**src/design/mpq_pkg.sv**
```systemverilog
package mpq_pkg;

  typedef enum logic [1:0] {
    CMD_ADD      = 2'd0,
    CMD_REMOVE   = 2'd1,
    CMD_SCHEDULE = 2'd2,
    CMD_YIELD    = 2'd3
  } cmd_t;

  typedef enum logic [1:0] {
    STATUS_DONE    = 2'd0,
    STATUS_IGNORED = 2'd1,
    STATUS_NONE    = 2'd2
  } status_t;

  typedef enum logic [2:0] {
    ST_IDLE,
    ST_DECODE,
    ST_PICK,
    ST_READ,
    ST_UNLINK,
    ST_RESP
  } state_t;

  typedef struct packed {
    cmd_t       cmd;
    logic [5:0] thread_id;
    logic [4:0] priority_req;
    logic       quantum_expired;
  } in_t;

  typedef struct packed {
    status_t    status;
    logic [5:0] current_thread;
    logic       current_valid;
  } out_t;

endpackage

```
**src/design/mpq_ram.sv**
```systemverilog
module mpq_ram #(
  parameter int WIDTH = 8,
  parameter int DEPTH = 64
) (
  input  logic                     clk,
  input  logic                     we,
  input  logic [$clog2(DEPTH)-1:0] waddr,
  input  logic [WIDTH-1:0]         wdata,
  input  logic [$clog2(DEPTH)-1:0] raddr,
  output logic [WIDTH-1:0]         rdata
);

  logic [WIDTH-1:0] mem [DEPTH];

  always_ff @(posedge clk) begin
    if (we) begin
      mem[waddr] <= wdata;
    end
    rdata <= mem[raddr];
  end

endmodule

```
**src/design/mpq_level_pick.sv**
```systemverilog
module mpq_level_pick #(
  parameter int LEVELS = 31
) (
  input  logic [LEVELS-1:0]         nonempty,
  output logic                      found,
  output logic [$clog2(LEVELS)-1:0] level
);

  logic [LEVELS-1:0] first;

  assign first = nonempty & (~nonempty + LEVELS'(1));
  assign found = |nonempty;

  always_comb begin
    level = '0;
    for (int i = 0; i < LEVELS; i++) begin
      if (first[i]) begin
        level = level | ($clog2(LEVELS))'(i);
      end
    end
  end

endmodule

```
**src/design/multilevel_priority_ready_queue.sv**
```systemverilog
// After DECODE, add goes to RESP; remove to READ, UNLINK, RESP (or RESP for a bad
// or unqueued slot); schedule and yield to PICK, READ, UNLINK, RESP (or PICK, RESP
// with no ready thread). One transaction is in work at a time; the next input is
// taken in the cycle after the result is accepted. READ waits for the registered
// link reads. Synchronous reset empties every queue and clears the current thread.
module multilevel_priority_ready_queue #(
  parameter int LEVELS       = 31,
  parameter int THREAD_SLOTS = 64
) (
  input  logic         clk,
  input  logic         rst,
  input  logic         in_valid,
  output logic         in_ready,
  input  mpq_pkg::in_t in_data,
  output logic         out_valid,
  input  logic         out_ready,
  output mpq_pkg::out_t out_data
);

  localparam int SW = $clog2(THREAD_SLOTS);
  localparam int LW = $clog2(LEVELS);

  mpq_pkg::state_t  state, state_next;
  mpq_pkg::in_t     req;
  mpq_pkg::status_t status;

  logic [SW-1:0]           target;
  logic [LW-1:0]           target_lv;
  logic                    is_sched;
  logic [SW-1:0]           head [LEVELS];
  logic [SW-1:0]           tail [LEVELS];
  logic [LEVELS-1:0]       nonempty;
  logic [THREAD_SLOTS-1:0] queued;
  logic [SW-1:0]           running_slot;
  logic [LW-1:0]           running_level;
  logic                    running_valid;

  logic [SW-1:0] next_rd, prev_rd;
  logic [LW-1:0] lvl_rd;

  logic [SW-1:0] req_slot;
  logic [LW-1:0] req_lv;
  logic          req_bad;
  logic          pick_found;
  logic [LW-1:0] pick_lv;

  logic          push_en;
  logic [SW-1:0] push_slot;
  logic [LW-1:0] push_lv;
  logic          unlink_en;
  logic          is_head, is_tail;

  logic          next_we, prev_we;
  logic [SW-1:0] next_waddr, next_wdata, prev_waddr, prev_wdata;

  assign req_slot = SW'(req.thread_id);
  assign req_lv   = LW'(req.priority_req - 5'd1);
  assign req_bad  = (int'(req.thread_id) >= THREAD_SLOTS) || (req.priority_req == 5'd0) ||
                    (int'(req.priority_req) > LEVELS);

  assign is_head = head[target_lv] == target;
  assign is_tail = tail[target_lv] == target;

  mpq_level_pick #(.LEVELS(LEVELS)) u_pick (
    .nonempty(nonempty),
    .found   (pick_found),
    .level   (pick_lv)
  );

  mpq_ram #(.WIDTH(SW), .DEPTH(THREAD_SLOTS)) u_next_ram (
    .clk(clk), .we(next_we), .waddr(next_waddr), .wdata(next_wdata),
    .raddr(target), .rdata(next_rd)
  );

  mpq_ram #(.WIDTH(SW), .DEPTH(THREAD_SLOTS)) u_prev_ram (
    .clk(clk), .we(prev_we), .waddr(prev_waddr), .wdata(prev_wdata),
    .raddr(target), .rdata(prev_rd)
  );

  mpq_ram #(.WIDTH(LW), .DEPTH(THREAD_SLOTS)) u_level_ram (
    .clk(clk), .we(push_en), .waddr(push_slot), .wdata(push_lv),
    .raddr(target), .rdata(lvl_rd)
  );

  always_comb begin
    state_next = state;
    case (state)
      mpq_pkg::ST_IDLE: begin
        if (in_valid) begin
          state_next = mpq_pkg::ST_DECODE;
        end
      end
      mpq_pkg::ST_DECODE: begin
        case (req.cmd)
          mpq_pkg::CMD_ADD: state_next = mpq_pkg::ST_RESP;
          mpq_pkg::CMD_REMOVE: begin
            if (req_bad || !queued[req_slot]) begin
              state_next = mpq_pkg::ST_RESP;
            end else begin
              state_next = mpq_pkg::ST_READ;
            end
          end
          default: state_next = mpq_pkg::ST_PICK;
        endcase
      end
      mpq_pkg::ST_PICK: begin
        state_next = pick_found ? mpq_pkg::ST_READ : mpq_pkg::ST_RESP;
      end
      mpq_pkg::ST_READ:   state_next = mpq_pkg::ST_UNLINK;
      mpq_pkg::ST_UNLINK: state_next = mpq_pkg::ST_RESP;
      mpq_pkg::ST_RESP: begin
        if (out_ready) begin
          state_next = mpq_pkg::ST_IDLE;
        end
      end
      default: state_next = mpq_pkg::ST_IDLE;
    endcase
  end

  always_comb begin
    in_ready   = state == mpq_pkg::ST_IDLE;
    out_valid  = state == mpq_pkg::ST_RESP;
    push_en    = 1'b0;
    push_slot  = req_slot;
    push_lv    = req_lv;
    unlink_en  = 1'b0;
    next_we    = 1'b0;
    next_waddr = tail[push_lv];
    next_wdata = push_slot;
    prev_we    = 1'b0;
    prev_waddr = push_slot;
    prev_wdata = tail[push_lv];
    if (state == mpq_pkg::ST_DECODE) begin
      if (req.cmd == mpq_pkg::CMD_ADD) begin
        push_en = !req_bad && !queued[req_slot];
      end else if (req.cmd == mpq_pkg::CMD_YIELD) begin
        push_slot = running_slot;
        push_lv   = running_level;
        push_en   = req.quantum_expired && running_valid && !queued[running_slot];
      end
      next_waddr = tail[push_lv];
      next_wdata = push_slot;
      prev_waddr = push_slot;
      prev_wdata = tail[push_lv];
      next_we    = push_en && nonempty[push_lv];
      prev_we    = push_en && nonempty[push_lv];
    end else if (state == mpq_pkg::ST_UNLINK) begin
      unlink_en  = is_sched || (lvl_rd == target_lv);
      next_waddr = prev_rd;
      next_wdata = next_rd;
      prev_waddr = next_rd;
      prev_wdata = prev_rd;
      next_we    = unlink_en && !is_head && !is_tail;
      prev_we    = unlink_en && !is_head && !is_tail;
    end
  end

  always_ff @(posedge clk) begin
    if (rst) begin
      state         <= mpq_pkg::ST_IDLE;
      nonempty      <= '0;
      queued        <= '0;
      running_slot  <= '0;
      running_level <= '0;
      running_valid <= 1'b0;
    end else begin
      state <= state_next;
      if (push_en) begin
        if (!nonempty[push_lv]) begin
          head[push_lv]     <= push_slot;
          nonempty[push_lv] <= 1'b1;
        end
        tail[push_lv]     <= push_slot;
        queued[push_slot] <= 1'b1;
      end
      if (unlink_en) begin
        if (is_head && is_tail) begin
          nonempty[target_lv] <= 1'b0;
        end else if (is_head) begin
          head[target_lv] <= next_rd;
        end else if (is_tail) begin
          tail[target_lv] <= prev_rd;
        end
        queued[target] <= 1'b0;
        if (is_sched) begin
          running_slot  <= target;
          running_level <= target_lv;
          running_valid <= 1'b1;
        end
      end
    end
  end

  always_ff @(posedge clk) begin
    case (state)
      mpq_pkg::ST_IDLE: begin
        req <= in_data;
      end
      mpq_pkg::ST_DECODE: begin
        target    <= req_slot;
        target_lv <= req_lv;
        is_sched  <= 1'b0;
        if (req.cmd == mpq_pkg::CMD_ADD || req.cmd == mpq_pkg::CMD_REMOVE) begin
          if (req_bad) begin
            status <= mpq_pkg::STATUS_IGNORED;
          end else if (req.cmd == mpq_pkg::CMD_ADD) begin
            status <= queued[req_slot] ? mpq_pkg::STATUS_IGNORED : mpq_pkg::STATUS_DONE;
          end else begin
            status <= queued[req_slot] ? mpq_pkg::STATUS_DONE : mpq_pkg::STATUS_IGNORED;
          end
        end
      end
      mpq_pkg::ST_PICK: begin
        target    <= head[pick_lv];
        target_lv <= pick_lv;
        is_sched  <= 1'b1;
        status    <= pick_found ? mpq_pkg::STATUS_DONE : mpq_pkg::STATUS_NONE;
      end
      mpq_pkg::ST_UNLINK: begin
        status <= unlink_en ? mpq_pkg::STATUS_DONE : mpq_pkg::STATUS_IGNORED;
      end
      default: begin
      end
    endcase
  end

  assign out_data.status         = status;
  assign out_data.current_thread = 6'(running_slot);
  assign out_data.current_valid  = running_valid;

endmodule

```
**config.mk**
```make
export PLATFORM = sky130hd
export DESIGN_NAME = multilevel_priority_ready_queue
export DESIGN_NICKNAME = d
export VERILOG_FILES = /design/src/design/mpq_pkg.sv /design/src/design/mpq_ram.sv /design/src/design/mpq_level_pick.sv /design/src/design/multilevel_priority_ready_queue.sv
export SDC_FILE = /design/constraint.sdc
export NUM_CORES = 2
export LEC_CHECK = 0
export BUFFER_PORTS_ARGS = -buffer_cell sky130_fd_sc_hd__buf_4
export CAP_MARGIN = 20
export CORE_MARGIN = 2
export CORE_UTILIZATION = 35
export DETAILED_ROUTE_END_ITERATION = 8
export MAX_ROUTING_LAYER = met4
export PLACE_DENSITY = 0.58
export SLEW_MARGIN = 10
export SYNTH_ARGS = -nofsm -noshare
export SYNTH_HDL_FRONTEND = slang
export SYNTH_HIERARCHICAL = 1
export SYNTH_SLANG_ARGS = --single-unit
```
**constraint.sdc**
```tcl
create_clock -name clk -period 5.6 [get_ports clk]
set_clock_uncertainty 0.05 [all_clocks]
set_input_delay 1.12 -clock clk [delete_from_list [all_inputs] [get_ports clk]]
set_output_delay 1.12 -clock clk [all_outputs]
set_load 0.005 [all_outputs]
```
==> flow_summary.toml <==
[run_status]
run_status = "complete, no violations"

[cts]
cts.clk_slew.worst_paths_ns = 0.06
ctsHoldBuffers = 0
ctsRootBufferMaster = "sky130_fd_sc_hd__clkbuf_16"
cts.sink_count = 1620
post_cts_buffers = 0
cts_made_buffers = 166
max-clock-path-buffers = 3
insertion_delay_ns = 0.82
cts-resized-gates = 0
cts_tree = "yes"
cts_htree_levels = 4

[critical_path]
critical_path.max_fanout = 21
crit_required_ns = 6.00
category_of_the_worst_setup_path_launch_point = "register"
arrival_time_at_the_worst_endpoint_ns = 5.66
worstSetupEndpointType = "register"
criticalPathCategory = "register to register"
worst-r2r-setup-slack_ns = 0.34

[placed_design]
finalWeightedCongestion = 0.9464
post_dp_cell_area_um2 = 75440
detailed_place_hpwl_um = 130000
port-buffer-count = 28

[timing]
finalSetupTns_ns = 0
rsz_0062_raised_after_global_routing = "no"
relSlewSlack = 0.2513
clock.fmax_mhz = 190.0
hold_viol_final = 0
post-route-min-period_ns = 5.263
setup_viol = 0
min_period_over_period = 0.9399
maxSlewViolCount = 0
worst_slew_pin_slew_ns = 1.116

[cells_and_area]
layout-drive-gt1-share = 0.2260
design.final.nets = 4506
final_design_area_no_fill_um2 = 81150
layout-area-overhead-vs-synth_pct = 13.29
layout.core_utilization = 0.3979

[drt]
drt_iter0_drc = 4745
ant_nets = 0
num_vias = 42590
detail_route.vias_per_cell = 5.818
finalWirelength_um = 199100
drc_errors = 0
routed_wire_length_per_instance_um = 27.20
detailedRoute.firstPassIterationCount = 6

[power]
static_power_due_to_leakage_nw = 25.49
max-vdd-ir-drop_v = 0.0005449
powerDensity_nw_per_um2 = 492.7

[die]
initial_utilization = 0.3512
floorplan.rows = 166
io-pin-count = 29
floorplan.die_area_um2 = 208300
die_w_um = 456.4
die_h_um = 456.4
core_area_um2 = 204000

[global_routing]
global_route.overflow_total = 0
grt_pass1_wl_um = 292900
grt_pass1_vias = 42130
groute.usage.overall = 0.1937
largest_net_degree_at_the_start_of_global_routing = 103
grt_antenna_before_repair = 2

[synth]
yosys_warnings = 6
postSynth.asyncResetShare = 0
syn_area_per_cell_um2 = 16.29
synth_nets = 4417
ys_seq_elements = 1620
synthesis.area_um2 = 71630
number_of_flops_mapped_to_enable_cells_by_yosys = 1488
synthesis.instances = 4398
synth_cell_types = 97
synth.yosys.seq_area_share = 0.6607
postSynth.topFlopCell = "sky130_fd_sc_hd__edfxtp_1"

[flow_run]
maxCapViolations = 0

[hold_path]
timing.hold.worst.class = "register to register"
==> synthesized netlist by cell type (all sizes together), types with 52 or more instances <==
| cell type | n | area share |
|---|---|---|
| clkbuf | 166 | 0.0089 |
| nand3 | 150 | 0.010 |
| nand2 | 308 | 0.016 |
| a21oi | 156 | 0.011 |
| mux2i | 174 | 0.024 |
| o21ai | 59 | 0.0043 |
| edfxtp | 1488 | 0.62 |
| buf | 140 | 0.013 |
| dfxtp | 132 | 0.037 |
| a211oi | 87 | 0.0091 |
| a22oi | 79 | 0.0085 |
| mux2 | 52 | 0.0082 |
| mux4 | 459 | 0.15 |
| nor2 | 302 | 0.016 |
| o22ai | 91 | 0.0079 |
| nor3 | 69 | 0.0049 |
==> sequential cells by signal, summed over array words and instances, names as in the netlist, 6 cells and up, named ones only <==
register          cells
head                186
nonempty             31
u_next_ram/mem      384
running_slot          6
u_prev_ram/mem      384
req                   8
queued               64
u_prev_ram/rdata      6
tail                186
u_level_ram/mem     320
target                6
req_slot              6
u_next_ram/rdata      6
==> where the power goes <==
part / switching [mW] / internal, mW
Clock: 4.76 / 6.71
Combinational: 8.40 / 4.03
Sequential: 0.501 / 15.6
Total: 13.7 / 26.3
==> logic make-up (layout without fill, tap and decap cells) <==
group	count (synthesis)	count (layout)	share of synthesized area
flops	1620	1620	0.6607
xor+xnor	21	21	0.002568
mux	685	685	0.1782
compound gates	689	689	0.06608
buf+inv	336	566	0.02402
other cells	0	4	0
fa+ha+maj	1	1	0.0001746
simple gates	1046	1046	0.06828
==> cells in the final DEF (no fill, tap or decap), types with 49 or more instances in the layout <==
cell	synthesis	final
sky130_fd_sc_hd__mux2_2	51	51
sky130_fd_sc_hd__o22ai_1	91	91
sky130_fd_sc_hd__nor3_1	68	65
sky130_fd_sc_hd__mux4_2	433	433
sky130_fd_sc_hd__a211oi_1	87	87
sky130_fd_sc_hd__edfxtp_1	1488	1488
sky130_fd_sc_hd__nand2_1	308	307
sky130_fd_sc_hd__mux2i_1	173	172
sky130_fd_sc_hd__dfxtp_1	132	129
sky130_fd_sc_hd__clkbuf_16	0	168
sky130_fd_sc_hd__a22oi_1	76	76
sky130_fd_sc_hd__nor2_1	296	291
sky130_fd_sc_hd__buf_4	18	216
sky130_fd_sc_hd__a31oi_1	50	49
sky130_fd_sc_hd__a21oi_1	154	141
sky130_fd_sc_hd__nand3_1	150	150
==> per-layer routing <==
layer	wire, um	share of wire	global-route usage	vias to the layer above
met4	6586	0.033	0.06471	0
met3	12990	0.065	0.02792	335
met1	83610	0.42	0.2591	22290
met5	0	0	-	-
met2	95940	0.48	0.3043	1865
li1	-	-	-	18100
==> worst max-delay path, stage by stage, from the launching register on <==
cell                       delay (ns)
sky130_fd_sc_hd__dfxtp_4         0.68
sky130_fd_sc_hd__buf_4           0.41
sky130_fd_sc_hd__mux2_2          0.37
sky130_fd_sc_hd__o211a_1         0.20
sky130_fd_sc_hd__o21ai_0         0.48
sky130_fd_sc_hd__o211ai_1        0.17
sky130_fd_sc_hd__xor2_1          0.26
sky130_fd_sc_hd__nor4_1          0.14
sky130_fd_sc_hd__nand2_1         0.14
sky130_fd_sc_hd__nand3_1         0.14
sky130_fd_sc_hd__o21ai_1         0.26
sky130_fd_sc_hd__buf_4           0.29
sky130_fd_sc_hd__nor2b_1         0.30
sky130_fd_sc_hd__nand2_1         0.39
sky130_fd_sc_hd__nor2_1          0.58
==> through the flow <==
stage                     instances  worst slack (ns)  hold WS, ns  power (mW)
after global routing           7318            0.1048       0.3921       41.51
after CTS                      7313            0.5073       0.3756       40.20
after floorplan                4398           0.02024       0.3811       24.04
final                          7320            0.3367       0.4094       39.99
after detailed placement       7004            0.4924       0.4044       28.73
after global placement         7004            0.4974       0.4048       28.62
==> worst paths after layout <==
check / depth (start not counted) / startpoint / end
hold reg to reg: 2 / running_level[0] / running_level[0]
setup / recovery: 14 / register / u_prev_ram/mem[16][0]
setup reg to reg: 14 / register / u_prev_ram/mem[16][0]
hold / removal: 2 / running_level[0] / running_level[0]
==> area by class of cell <==
class	count	area, um2
Antenna cell	4	10.01
Clock buffer	199	4400
Clock inverter	110	1289
Sequential cell	1620	47330
Timing Repair Buffer	228	1817
Tap cell	2688	3363
Inverter	29	108.9
Multi-Input combinational cell	2442	22830
Fill cell	18430	122800
(Power assumes the default switching activity.)
